==> src/rtl/multi_sensor_scan_sequencer_top_defines.svh <==
// Assertion helpers for the scan sequencer. Both forms sample on clk and
// are switched off while rst_n is low.
`ifndef MULTI_SENSOR_SCAN_SEQUENCER_TOP_DEFINES_SVH
`define MULTI_SENSOR_SCAN_SEQUENCER_TOP_DEFINES_SVH

`ifndef SYNTHESIS

`define MSSQ_ASSERT(lbl, prop) \
  lbl: assert property (@(posedge clk) disable iff (!rst_n) (prop)) \
    else $error("sequencer check failed");

`define MSSQ_ASSERT_NEXT(lbl, ante, cons) \
  lbl: assert property (@(posedge clk) disable iff (!rst_n) (ante) |=> (cons)) \
    else $error("sequencer check failed");

`else

`define MSSQ_ASSERT(lbl, prop)

`define MSSQ_ASSERT_NEXT(lbl, ante, cons)

`endif

`endif

==> src/rtl/mssq_pkg.sv <==
package mssq_pkg;

  localparam int NUM_SENSORS = 5;
  localparam int SLOT_W      = 3;
  localparam int ADDR_W      = 7;
  localparam int ADDRS_W     = NUM_SENSORS * ADDR_W;
  localparam int ERR_W       = 8;
  localparam int STATE_W     = 3;

  localparam logic [SLOT_W-1:0]  SLOT_NONE       = SLOT_W'(NUM_SENSORS);
  localparam logic [ADDRS_W-1:0] ADDRS_RESET     = 35'h142648890;
  localparam logic [ERR_W-1:0]   ERR_LIMIT_RESET = 8'd10;
  localparam logic [ERR_W-1:0]   ERR_MAX         = {ERR_W{1'b1}};

  // configuration register indexes
  localparam logic CFG_SENSOR_ADDRS = 1'b0;
  localparam logic CFG_ERROR_LIMIT  = 1'b1;

  typedef enum logic [STATE_W-1:0] {
    ST_IDLE    = 3'd0,
    ST_NEEDCAL = 3'd1,
    ST_WAITCAL = 3'd2,
    ST_WAITSUB = 3'd3,
    ST_READSUB = 3'd4
  } run_state_t;

  typedef enum logic [1:0] {
    ACT_TICK  = 2'd0,
    ACT_PAUSE = 2'd1,
    ACT_STOP  = 2'd2,
    ACT_CONT  = 2'd3
  } action_t;

  // address of a slot, zero for no slot
  function automatic logic [ADDR_W-1:0] addr_of(logic [ADDRS_W-1:0] addrs,
                                                 logic [SLOT_W-1:0] slot);
    logic [ADDR_W-1:0] a;
    a = '0;
    for (int i = 0; i < NUM_SENSORS; i++) begin
      if (slot == SLOT_W'(i)) begin
        a = addrs[i*ADDR_W +: ADDR_W];
      end
    end
    return a;
  endfunction

  // slots that hold a nonzero address
  function automatic logic [NUM_SENSORS-1:0] present_mask(logic [ADDRS_W-1:0] addrs);
    logic [NUM_SENSORS-1:0] m;
    for (int i = 0; i < NUM_SENSORS; i++) begin
      m[i] = (addrs[i*ADDR_W +: ADDR_W] != '0);
    end
    return m;
  endfunction

  // first active slot after 'from', wrapping; SLOT_NONE starts at slot 0
  function automatic logic [SLOT_W-1:0] next_slot(logic [NUM_SENSORS-1:0] act,
                                                   logic [SLOT_W-1:0] from);
    logic [SLOT_W:0]   start;
    logic [SLOT_W:0]   pos;
    logic [SLOT_W-1:0] res;
    start = (from >= SLOT_NONE) ? '0 : ({1'b0, from} + (SLOT_W+1)'(1));
    res   = SLOT_NONE;
    // scan from the far end so the nearest hit wins
    for (int k = NUM_SENSORS - 1; k >= 0; k--) begin
      pos = start + (SLOT_W+1)'(k);
      if (pos >= (SLOT_W+1)'(NUM_SENSORS)) begin
        pos = pos - (SLOT_W+1)'(NUM_SENSORS);
      end
      if (act[pos[SLOT_W-1:0]]) begin
        res = pos[SLOT_W-1:0];
      end
    end
    return res;
  endfunction

endpackage

==> src/rtl/multi_sensor_scan_sequencer_top.sv <==
// Channel  | Handshake           | Word
// ---------+---------------------+-------------------------------------------
// in       | in_valid/in_ready   | action, bus request and transfer outcomes
// out      | out_valid/out_ready | run state, slot, address, request flags
// cfg      | cfg_wr_en           | cfg_index selects addresses or error limit
//
// One word per cycle while in_ready is high: the whole step is one
// combinational pass from the sequencer state registers into the output
// register, which drives out_*. in_ready drops only while a result waits
// in the output register and out_ready is low. Reset (rst_n low at a clock
// edge) clears the run state, slot, counters and active set, and loads the
// default addresses and error limit.
`include "multi_sensor_scan_sequencer_top_defines.svh"

module multi_sensor_scan_sequencer_top
  import mssq_pkg::*;
(
  input  logic                   clk,
  input  logic                   rst_n,

  input  logic                   in_valid,
  output logic                   in_ready,
  input  logic [1:0]             in_action,
  input  logic                   in_read_started,
  input  logic                   in_status_ok,
  input  logic                   in_status_new_data,
  input  logic [2:0]             in_status_subpage,
  input  logic                   in_dma_error,
  input  logic                   in_dma_done,
  input  logic                   in_dma_len_ok,

  output logic                   out_valid,
  input  logic                   out_ready,
  output logic [STATE_W-1:0]     out_run_state,
  output logic [SLOT_W-1:0]      out_sensor_index,
  output logic [ADDR_W-1:0]      out_bus_addr,
  output logic                   out_issue_cal_read,
  output logic                   out_issue_status_read,
  output logic                   out_issue_image_read,
  output logic                   out_store_conf,
  output logic                   out_store_image,
  output logic                   out_sensor_dropped,
  output logic                   out_bus_reset,
  output logic [NUM_SENSORS-1:0] out_active_mask,

  input  logic                   cfg_wr_en,
  input  logic                   cfg_index,
  input  logic [ADDRS_W-1:0]     cfg_wdata
);

  // configuration
  logic [ADDRS_W-1:0]     addrs_r;
  logic [ERR_W-1:0]       limit_r;

  // sequencer state
  run_state_t             run_r,   run_nxt;
  run_state_t             saved_r, saved_nxt;
  logic [SLOT_W-1:0]      slot_r,  slot_nxt;
  logic                   want_r,  want_nxt;
  logic [ERR_W-1:0]       err_r,   err_nxt;
  logic [NUM_SENSORS-1:0] act_r,   act_nxt;

  // step results
  logic [SLOT_W-1:0]      acted;
  logic                   f_cal, f_stat, f_img, f_sconf, f_simg, f_drop, f_rst;
  logic                   check;
  logic [SLOT_W-1:0]      nx;

  logic                   out_valid_r;
  logic [STATE_W-1:0]     out_run_state_r;
  logic [SLOT_W-1:0]      out_sensor_index_r;
  logic [ADDR_W-1:0]      out_bus_addr_r;
  logic                   out_cal_r, out_stat_r, out_img_r;
  logic                   out_sconf_r, out_simg_r, out_drop_r, out_rst_r;
  logic [NUM_SENSORS-1:0] out_active_mask_r;

  logic                   in_acc;

  assign in_ready = !out_valid_r || out_ready;
  assign in_acc   = in_valid && in_ready;

  always_ff @(posedge clk) begin
    if (!rst_n) begin
      addrs_r <= ADDRS_RESET;
      limit_r <= ERR_LIMIT_RESET;
    end else if (cfg_wr_en) begin
      case (cfg_index)
        CFG_SENSOR_ADDRS: addrs_r <= cfg_wdata;
        CFG_ERROR_LIMIT:  limit_r <= cfg_wdata[ERR_W-1:0];
        default:          addrs_r <= addrs_r;
      endcase
    end
  end

  always_comb begin
    run_nxt   = run_r;
    saved_nxt = saved_r;
    slot_nxt  = slot_r;
    want_nxt  = want_r;
    err_nxt   = err_r;
    act_nxt   = act_r;
    acted     = slot_r;
    f_cal     = 1'b0;
    f_stat    = 1'b0;
    f_img     = 1'b0;
    f_sconf   = 1'b0;
    f_simg    = 1'b0;
    f_drop    = 1'b0;
    f_rst     = 1'b0;
    check     = 1'b0;
    nx        = SLOT_NONE;

    case (action_t'(in_action))
      ACT_PAUSE: begin
        saved_nxt = run_r;
        run_nxt   = ST_IDLE;
      end
      ACT_STOP: begin
        saved_nxt = ST_NEEDCAL;
        run_nxt   = ST_IDLE;
      end
      ACT_CONT: begin
        err_nxt = '0;
        if (saved_r == ST_WAITSUB || saved_r == ST_READSUB) begin
          run_nxt = ST_WAITSUB;
        end else begin
          f_rst    = 1'b1;
          act_nxt  = present_mask(addrs_r);
          run_nxt  = ST_NEEDCAL;
          slot_nxt = SLOT_NONE;
        end
        acted = slot_nxt;
      end
      ACT_TICK: begin
        if (run_r != ST_IDLE) begin
          // pick a slot first when none is selected; an empty set halts
          if (slot_r >= SLOT_NONE) begin
            nx = next_slot(act_r, SLOT_NONE);
            if (nx == SLOT_NONE) begin
              saved_nxt = ST_NEEDCAL;
              run_nxt   = ST_IDLE;
            end
            slot_nxt = nx;
          end
          acted = slot_nxt;
          if (slot_nxt < SLOT_NONE) begin
            check = 1'b1;
            case (run_r)
              ST_NEEDCAL: begin
                f_cal = 1'b1;
                if (in_read_started) begin
                  err_nxt = '0;
                  run_nxt = ST_WAITCAL;
                end else if (err_nxt != ERR_MAX) begin
                  err_nxt = err_nxt + ERR_W'(1);
                end
              end
              ST_WAITCAL: begin
                if (in_dma_error) begin
                  run_nxt = ST_NEEDCAL;
                end else if (in_dma_done) begin
                  if (!in_dma_len_ok) begin
                    run_nxt = ST_NEEDCAL;
                  end else begin
                    f_sconf = 1'b1;
                    nx      = next_slot(act_nxt, slot_nxt);
                    if (nx == SLOT_NONE) begin
                      saved_nxt = ST_NEEDCAL;
                    end
                    err_nxt  = '0;
                    // wrapping round means calibration is done for all
                    run_nxt  = (nx >= SLOT_NONE || nx <= slot_nxt) ? ST_WAITSUB
                                                                   : ST_NEEDCAL;
                    slot_nxt = nx;
                    check    = 1'b0;
                  end
                end
              end
              ST_WAITSUB: begin
                f_stat = 1'b1;
                if (in_status_ok && in_status_new_data) begin
                  if (in_status_subpage == {2'b00, want_nxt}) begin
                    err_nxt = '0;
                    if (!want_nxt) begin
                      // skip subpage 0 on this sensor, move on
                      nx = next_slot(act_nxt, slot_nxt);
                      if (nx == SLOT_NONE) begin
                        saved_nxt = ST_NEEDCAL;
                        run_nxt   = ST_IDLE;
                      end
                      if (nx >= SLOT_NONE || nx <= slot_nxt) begin
                        want_nxt = 1'b1;
                      end
                      slot_nxt = nx;
                    end else begin
                      f_img = 1'b1;
                      if (in_read_started) begin
                        run_nxt = ST_READSUB;
                      end else if (err_nxt != ERR_MAX) begin
                        err_nxt = err_nxt + ERR_W'(1);
                      end
                    end
                  end
                end else if (err_nxt != ERR_MAX) begin
                  err_nxt = err_nxt + ERR_W'(1);
                end
              end
              ST_READSUB: begin
                if (in_dma_error) begin
                  run_nxt = ST_WAITSUB;
                end else if (in_dma_done) begin
                  if (!in_dma_len_ok) begin
                    if (err_nxt != ERR_MAX) begin
                      err_nxt = err_nxt + ERR_W'(1);
                    end
                  end else begin
                    err_nxt = '0;
                    f_simg  = 1'b1;
                    nx      = next_slot(act_nxt, slot_nxt);
                    if (nx == SLOT_NONE) begin
                      saved_nxt = ST_NEEDCAL;
                    end
                    if (nx >= SLOT_NONE || nx <= slot_nxt) begin
                      want_nxt = 1'b0;
                    end
                    slot_nxt = nx;
                  end
                  run_nxt = ST_WAITSUB;
                end
              end
              default: begin
                check = 1'b0;
              end
            endcase

            // drop the sensor once its error count passes the limit
            if (check && err_nxt > limit_r && slot_nxt < SLOT_NONE) begin
              err_nxt = '0;
              act_nxt = act_nxt & ~(NUM_SENSORS'(1) << slot_nxt);
              f_drop  = 1'b1;
              acted   = slot_nxt;
              nx      = next_slot(act_nxt, slot_nxt);
              if (nx == SLOT_NONE) begin
                saved_nxt = ST_NEEDCAL;
                run_nxt   = ST_IDLE;
              end
              slot_nxt = nx;
            end
          end
        end
      end
      default: begin
        run_nxt = run_r;
      end
    endcase
  end

  always_ff @(posedge clk) begin
    if (!rst_n) begin
      run_r   <= ST_IDLE;
      saved_r <= ST_IDLE;
      slot_r  <= SLOT_NONE;
      want_r  <= 1'b0;
      err_r   <= '0;
      act_r   <= '0;
    end else if (in_acc) begin
      run_r   <= run_nxt;
      saved_r <= saved_nxt;
      slot_r  <= slot_nxt;
      want_r  <= want_nxt;
      err_r   <= err_nxt;
      act_r   <= act_nxt;
    end
  end

  always_ff @(posedge clk) begin
    if (!rst_n) begin
      out_valid_r <= 1'b0;
    end else if (in_acc) begin
      out_valid_r <= 1'b1;
    end else if (out_ready) begin
      out_valid_r <= 1'b0;
    end
  end

  always_ff @(posedge clk) begin
    if (in_acc) begin
      out_run_state_r    <= run_nxt;
      out_sensor_index_r <= acted;
      out_bus_addr_r     <= addr_of(addrs_r, acted);
      out_cal_r          <= f_cal;
      out_stat_r         <= f_stat;
      out_img_r          <= f_img;
      out_sconf_r        <= f_sconf;
      out_simg_r         <= f_simg;
      out_drop_r         <= f_drop;
      out_rst_r          <= f_rst;
      out_active_mask_r  <= act_nxt;
    end
  end

  assign out_valid             = out_valid_r;
  assign out_run_state         = out_run_state_r;
  assign out_sensor_index      = out_sensor_index_r;
  assign out_bus_addr          = out_bus_addr_r;
  assign out_issue_cal_read    = out_cal_r;
  assign out_issue_status_read = out_stat_r;
  assign out_issue_image_read  = out_img_r;
  assign out_store_conf        = out_sconf_r;
  assign out_store_image       = out_simg_r;
  assign out_sensor_dropped    = out_drop_r;
  assign out_bus_reset         = out_rst_r;
  assign out_active_mask       = out_active_mask_r;

  // an image read always rides on the status read of the same tick
  `MSSQ_ASSERT(a_one_request,
    !out_valid_r || ($onehot0({out_cal_r, out_stat_r}) && (!out_img_r || out_stat_r)))
  `MSSQ_ASSERT(a_slot_range, slot_r <= SLOT_NONE)
  `MSSQ_ASSERT(a_drop_clears_bit,
    !(out_valid_r && out_drop_r) ||
    ((out_active_mask_r >> out_sensor_index_r) & NUM_SENSORS'(1)) == '0)
  `MSSQ_ASSERT(a_reset_restarts,
    !(out_valid_r && out_rst_r) ||
    (out_run_state_r == ST_NEEDCAL && out_sensor_index_r == SLOT_NONE))
  `MSSQ_ASSERT_NEXT(a_idle_tick_quiet,
    in_acc && in_action == ACT_TICK && run_r == ST_IDLE,
    !out_cal_r && !out_stat_r && !out_img_r && !out_sconf_r && !out_simg_r &&
    !out_drop_r)

endmodule
==> config.mk <==
export PLATFORM = sky130hd
export DESIGN_NAME = multi_sensor_scan_sequencer_top
export DESIGN_NICKNAME = d
export VERILOG_FILES = /design/src/rtl/mssq_pkg.sv /design/src/rtl/multi_sensor_scan_sequencer_top.sv
export VERILOG_INCLUDE_DIRS = /design/src /design/src/rtl
export SDC_FILE = /design/constraint.sdc
export NUM_CORES = 1
export LEC_CHECK = 0
export BUFFER_PORTS_ARGS = -buffer_cell sky130_fd_sc_hd__buf_2
export CAP_MARGIN = 5
export CORE_MARGIN = 2
export CORE_UTILIZATION = 30
export CTS_BUF_LIST = sky130_fd_sc_hd__clkbuf_2 sky130_fd_sc_hd__clkbuf_4 sky130_fd_sc_hd__clkbuf_8
export CTS_CLUSTER_DIAMETER = 150
export CTS_CLUSTER_SIZE = 30
export DETAILED_ROUTE_END_ITERATION = 7
export SLEW_MARGIN = 10
export SYNTH_ARGS = -nofsm -noshare
export SYNTH_HDL_FRONTEND = slang
export SYNTH_SLANG_ARGS = --single-unit
==> constraint.sdc <==
create_clock -name clk -period 10.6 [get_ports clk]
set_clock_uncertainty 0.2 [all_clocks]
set_input_delay 2.12 -clock clk [delete_from_list [all_inputs] [get_ports clk]]
set_output_delay 2.12 -clock clk [all_outputs]
set_load 0.02 [all_outputs]
-- After elaboration in Yosys (flattened, before gate mapping)
Index checks and enable logic that the tools add are counted.
- output and inout port bits: 27
- bits in registers: 92
- input bits: 52
- shifts and indexed selects: 1
- bitwise operators: 3
- magnitude comparators: 42
- $add $sub $neg: 21
- muxes and demuxes: 337
- reduce and logical (&&, ||, !) cells: 34
- equal/unequal tests: 28
- operator list (kind ; count):
    2-to-1 mux 3 bit ; 228
    2-to-1 mux 8 bit ; 16
    < comparator 3 x 4 -> 1 bit (second input constant) ; 20
    binary-select mux 1 bit (select 3 bit) ; 20
    2-to-1 mux 1 bit ; 47
    >= comparator 4 x 3 -> 1 bit (second input constant) ; 10
    case mux 3 bit (3 select lines) ; 4
    2-to-1 mux 7 bit ; 5
    nonzero test 7 bit ; 5
    case mux 8 bit (4 select lines) ; 1
    subtractor 3 bit (second input constant) ; 10
    equality test 3 bit (second input constant) ; 8
    2-to-1 mux 5 bit ; 4
    >= comparator 3 bit (second input constant) ; 6
    adder 4 x 2 -> 4 bit (second input constant) ; 4
    inequality test 2 bit (second input constant) ; 8
    case mux 8 bit (2 select lines) ; 1
    equality test 3 x 2 -> 1 bit (second input constant) ; 5
    case mux 3 bit (2 select lines) ; 2
    case mux 3 bit (4 select lines) ; 1
    AND reduction 4 bit ; 3
    AND reduction 11 bit ; 1
    case mux 5 bit (2 select lines) ; 1
    less-or-equal comparator 3 bit ; 3
    30 further kinds ; 53

-- Depth between registers and ports, before layout
- word-level depth: 70
- depth in mapped cells: 41
- gate-level depth less buffers: 35

-- Worst setup path after synthesis
Ideal clock, no wire load.
- path type: flip-flop to flip-flop
- from: register slot_r[2]
- to: register saved_r[0]
- period minus slack after synthesis: 8.287 ns
- stages on the path, launching flop included: 38
- slack: 2.313 ns
- arrival: 7.971 ns
- path through: dfxtp_1 -> clkbuf_1 -> clkbuf_1 -> nand2b_1 -> nor4_1 -> nor2_1 -> inv_1 -> ha_1 -> clkbuf_1 -> nor2b_1 -> a21o_1 -> nor2_4 -> inv_2 -> ha_1 -> a21oi_1 -> and4_1 -> o21ai_0 -> a221o_1 -> [... 2 more ...] -> a21oi_1 -> or2_2 -> buf_2 -> ha_1 -> ha_1 -> inv_1 -> o211ai_1 -> o21ai_0 -> ha_1 -> a21oi_1 -> o21a_1 -> o21a_1 -> mux2_2 -> and3_1 -> a311oi_2 -> nor3_2 -> or3_4 -> o211a_1
- cells in the longest elaborated chain, start to end: 63
- elaborated cells on any way between the ends: 285
- ends and longest elaborated chain (what ; line ; text):
    start: declaration ; multi_sensor_scan_sequencer_top.sv:58 ; logic [SLOT_W-1:0] slot_r, slot_nxt;
    start signal: assignment ; multi_sensor_scan_sequencer_top.sv:269 ; slot_r <= slot_nxt;
    >= comparator 3 bit ; multi_sensor_scan_sequencer_top.sv:137 ; if (slot_r >= SLOT_NONE) begin
    2-to-1 mux 3 bit ; multi_sensor_scan_sequencer_top.sv:137 ;
    2-to-1 mux 3 bit ; multi_sensor_scan_sequencer_top.sv:135 ; if (run_r != ST_IDLE) begin
    2-to-1 mux 3 bit ; multi_sensor_scan_sequencer_top.sv:113 ; case (action_t'(in_action))
    adder 3 x 1 -> 4 bit / >= comparator 3 bit (equally long branches) ; mssq_pkg.sv:62 ; start = (from >= SLOT_NONE) ? '0 : ({1'b0, from} + (SLOT_W+1)'(1));
    2-to-1 mux 4 bit ; mssq_pkg.sv:62 ;
    adder 4 x 3 -> 4 bit ; mssq_pkg.sv:66 ; pos = start + (SLOT_W+1)'(k);
    >= comparator 4 x 3 -> 1 bit / subtractor 3 bit (equally long branches) ; mssq_pkg.sv:67, mssq_pkg.sv:68 ;
    [... 47 more ...] ; - ;
    2-to-1 mux 3 bit ; multi_sensor_scan_sequencer_top.sv:135 ;
    2-to-1 mux 3 bit ; multi_sensor_scan_sequencer_top.sv:113 ;
    equality test 3 bit ; multi_sensor_scan_sequencer_top.sv:243 ; if (nx == SLOT_NONE) begin
    2-to-1 mux 3 bit ; multi_sensor_scan_sequencer_top.sv:243 ;
    2-to-1 mux 3 bit ; multi_sensor_scan_sequencer_top.sv:237 ; if (check && err_nxt > limit_r && slot_nxt < SLOT_NONE) begin
    2-to-1 mux 3 bit (*) ; multi_sensor_scan_sequencer_top.sv:146 ; if (slot_nxt < SLOT_NONE) begin
    2-to-1 mux 3 bit (*) ; multi_sensor_scan_sequencer_top.sv:135 ;
    case mux 3 bit (3 select lines) (*) ; multi_sensor_scan_sequencer_top.sv:113 ;
    end signal: assignment ; multi_sensor_scan_sequencer_top.sv:268 ; saved_r <= saved_nxt;
    end: declaration ; multi_sensor_scan_sequencer_top.sv:57 ; run_state_t saved_r, saved_nxt;
Every way passes the cells marked *; elsewhere a longest branch is shown, timed or not. The select of a mux whose other input is x is not followed.
A chain may end at the register's enable or synchronous reset.

-- Worst setup path after layout
- from: register slot_r[1]
- to: register run_r[1]
- cells in the longest elaborated chain, start to end: 63
- elaborated cells on any way between the ends: 286
- ends and longest elaborated chain (what ; line ; text):
    >= comparator 3 bit ; multi_sensor_scan_sequencer_top.sv:137 ;
    2-to-1 mux 3 bit ; multi_sensor_scan_sequencer_top.sv:137 ;
    2-to-1 mux 3 bit ; multi_sensor_scan_sequencer_top.sv:135 ;
    2-to-1 mux 3 bit ; multi_sensor_scan_sequencer_top.sv:113 ;
    adder 3 x 1 -> 4 bit / >= comparator 3 bit (equally long branches) ; mssq_pkg.sv:62 ;
    2-to-1 mux 4 bit ; mssq_pkg.sv:62 ;
    adder 4 x 3 -> 4 bit ; mssq_pkg.sv:66 ;
    >= comparator 4 x 3 -> 1 bit / subtractor 3 bit (equally long branches) ; mssq_pkg.sv:67, mssq_pkg.sv:68 ;
    [... 48 more ...] ; - ;
    2-to-1 mux 3 bit ; multi_sensor_scan_sequencer_top.sv:113 ;
    equality test 3 bit ; multi_sensor_scan_sequencer_top.sv:243 ;
    2-to-1 mux 3 bit ; multi_sensor_scan_sequencer_top.sv:243 ;
    2-to-1 mux 3 bit ; multi_sensor_scan_sequencer_top.sv:237 ;
    2-to-1 mux 3 bit (*) ; multi_sensor_scan_sequencer_top.sv:146 ;
    2-to-1 mux 3 bit (*) ; multi_sensor_scan_sequencer_top.sv:135 ;
    case mux 3 bit (3 select lines) (*) ; multi_sensor_scan_sequencer_top.sv:113 ;
    net run_nxt[1] ; multi_sensor_scan_sequencer_top.sv:56 ; run_state_t run_r, run_nxt;
    end signal: assignment ; multi_sensor_scan_sequencer_top.sv:267 ; run_r <= run_nxt;
    end: declaration ; multi_sensor_scan_sequencer_top.sv:56 ;
Mark *: on every way through the listed nets, which the timed path passes. The rest lies on a longest branch. The select of a mux whose other input is x is not followed.

==> flow_summary.ini <==
[synth]
synth_ff_type = dfxtp_1
yosysWarnings = 0
avgSynthCellArea_um2 = 7.56
synth_compound_area_share_pct = 30.5
synth_async_sr_flop_share_pct = 0
yosysSeqAreaShare_pct = 26.4
synth.ff_latch_count = 92
synth_xor_area_share_pct = 1.31
synth_edf_count = 25
synth.distinct_cells = 92
syn_area_mm2 = 0.00792
yosys.area_share.adder_pct = 6.01
synthCells = 1047
synth_top_family_by_area = compound AO/OA/AOI/OAI gates
synth-simple-area-share_pct = 24.6
synth_mux_area_share_pct = 5.58

[route]
wl_um = 26400
viasPerCell = 5.69
avgRoutedWirePerCell_um = 18.4
drcViolationCount = 0
firstDrtPassIters = 6
drt_iter0_markers = 935
dr_total_vias = 8145
antenna_left = 0

[clocking]
clk_latency_ps = 380
cts_tree = built
cts-resized-gates = 0
cts_sinks = 92
cts_setup_buffers = 0
cts_max_level = 3
clock-root-buffer = clkbuf_8
cts_buffers = 9
clockBufferDepth = 2
ctsHoldBuffers = 0
clk_pin_slew_ps = 90

[floorplan]
ioPinCount = 79
core_area_mm2 = 0.0260
die-area_mm2 = 0.0277
die_y_um = 166
num_rows = 59
start_util_pct = 30.5
die_w_um = 166

[timing]
holdWs_ps = 265
fin_crit_sh_pct = 92.2
rsz0062_at_grt = false
final.setup.tns_ps = 0
final_max_slew_viol_count = 0
max_clock_freq_ghz = 0.102
slew_headroom_pct = 21.7
hold_viol = 0
tightest_slew_ps = 1170
setup_viol = 0
period_minus_slack_ps = 9770

[critical_path]
crit_type = register to register
end_kind = register
cp.depth = 34
crit_buf_inv = 3
required_ps = 10680
cp_max_fo = 18
max_stage_delay_ps = 480
crit_path_frequent_cell = ha_1
reg2regPathDepth = 34
critPathTopFamily = compound AO/OA/AOI/OAI gates
worstSetupStartpointType = register
arrival_ps = 9860
cp_slowest_cell = dfxtp_1

[global_route]
gr-total-overflow = 0
grt_max_degree = 39
grt_pass1_vias = 7541
antenna_found_initial = 0
grt_pass1_wl_um = 42000
grtUsageTotal_pct = 18.5

[layout]
fillers = 2811
layout.nets = 1182
drive_gt1_share_pct = 14.4
antennaDiodeCount = 0
syn_to_final_growth_pct = 11.2

[pwr]
p_leak_uw = 0.00341
peakVddDrop_mv = 0.0774
seqPwrFrac_pct = 27.6
pwr-share-comb_pct = 55.1
powerDensity_mw_per_mm2 = 162
power.share.clock_pct = 17.3
switchingPower_uw = 647
swShare_pct = 45.3
p_int_uw = 782

[run]
cap_violations = 0

[run_status]
status = finished, final reports clean

[place]
place.gp.congestion = 0.954
hpwlAfterDp_um = 20000
port_buffers = 78

[hold_path]
hold_class = register to register
whs_path_depth = 2
[metal layers]
layer	up-vias	part of all wire, %	GRT usage (%)
li1	3955	-	-
met1	3835	47	26.5
met2	320	47	29.8
met3	35	5.4	2.52
met4	0	1.4	4.01
met5	-	0	0
[final timing paths]
path                                start                      end  slack, ps
hold / removal    limit_r[4]$_SDFFE_PN0P_  limit_r[4]$_SDFFE_PN0P_        260
hold reg to reg   limit_r[4]$_SDFFE_PN0P_  limit_r[4]$_SDFFE_PN0P_        260
setup reg to reg   slot_r[1]$_SDFFE_PN0P_    run_r[1]$_SDFFE_PN0P_        830
setup / recovery   slot_r[1]$_SDFFE_PN0P_    run_r[1]$_SDFFE_PN0P_        830
[state kept, by name, indices dropped and copies added, names as in the netlist]
| register | count |
|---|---|
| out_sensor_index | 3 |
| out_bus_reset | 1 |
| slot_r | 3 |
| addrs_r | 35 |
| out_valid | 1 |
| run_r | 3 |
| out_sensor_dropped | 1 |
| out_store_conf | 1 |
| out_bus_addr | 7 |
| limit_r | 8 |
| saved_r | 3 |
| err_r | 8 |
| out_active_mask | 5 |
| out_issue_image_read | 1 |
| out_issue_status_read | 1 |
| out_store_image | 1 |
| out_issue_cal_read | 1 |
| want_r | 1 |
| act_r | 5 |
| out_run_state | 3 |
[kinds of logic (layout without fill, tap and decap cells)]
group           after synthesis  in the layout
fa+ha+maj                    38             38
buf+inv                     106            154
simple gates                407            407
flops                        92             92
other cells                   1              3
xor+xnor                     11             11
compound gates              349            349
mux                          43             43
[power groups by stage]
stage	clock, µW	sequential [µW]	combinational (µW)
global placement	0	402	761
global route	266	397	860
floorplan	0	405	579
detailed placement	0	402	764
finish	247	394	788
CTS	253	394	767
[stage by stage]
stage | power, µW | cells | utilization [%] | instance area [µm²] | setup WS [ps]
2_1_floorplan | 984 | 1049 | - | 7920 | 2310
3_3_place_gp | 1160 | 1416 | 33.0 | 8590 | 1110
3_5_place_dp | 1170 | 1416 | 33.0 | 8590 | 740
4_1_cts | 1410 | 1432 | 33.8 | 8780 | 664
5_1_grt | 1520 | 1432 | 33.9 | 8800 | 158
6_report | 1430 | 1432 | 33.9 | 8800 | 826
[synthesized netlist by cell type (13+ instances only)]
cell        n  area, µm²
nand2_1   174        653
a21oi_1    93        465
nor2_1     76        285
dfxtp_1    67       1340
o21ai_0    66        330
clkbuf_1   50        188
ha_1       38        475
inv_1      38        143
mux2i_1    37        370
nand3_1    28        140
edfxtp_1   25        751
nor3_1     25        125
nand2b_1   21        131
a21boi_0   15        113
o21a_1     13       97.6
[cell usage in the layout (no fill, tap or decap), drive strengths merged, types with 7 or more instances in the layout]
cell and count:
clkbuf 9, a21boi 15, buf 94, nor4 13, o22ai 9, nand2 175
nor3 27, a211o 7, nand3 28, a21o 10, a31oi 8, a22o 9
a22oi 9, nand2b 21, or3 10, nor2 78, dfxtp 67, nor2b 11
and2 7, o21a 13, o211ai 10, edfxtp 25, or4 9, o21ai 70
mux2i 37, and3 8, a211oi 10, o2111ai 8, inv 44, xnor2 9
ha 38, a21oi 96
[area by class of cell]
cell class / count / area, µm² / area share [%]
clock buffer: 9 / 124 / 1.41
clock inverter: 7 / 72.6 / 0.825
inverter: 44 / 168 / 1.91
multi-input combinational: 851 / 5420 / 61.5
sequential: 92 / 2090 / 23.8
tap: 335 / 419 / 4.76
timing repair buffer: 94 / 510 / 5.80
[worst reg2reg max path: cells and delay by family (launching register included)]
family,cells,cell delay (ps)
mux,2,560
flops,1,480
fa+ha+maj,4,1370
compound gates,16,4070
buf+inv,3,560
simple gates,9,2440
Power figures use the tool's default switching activity.
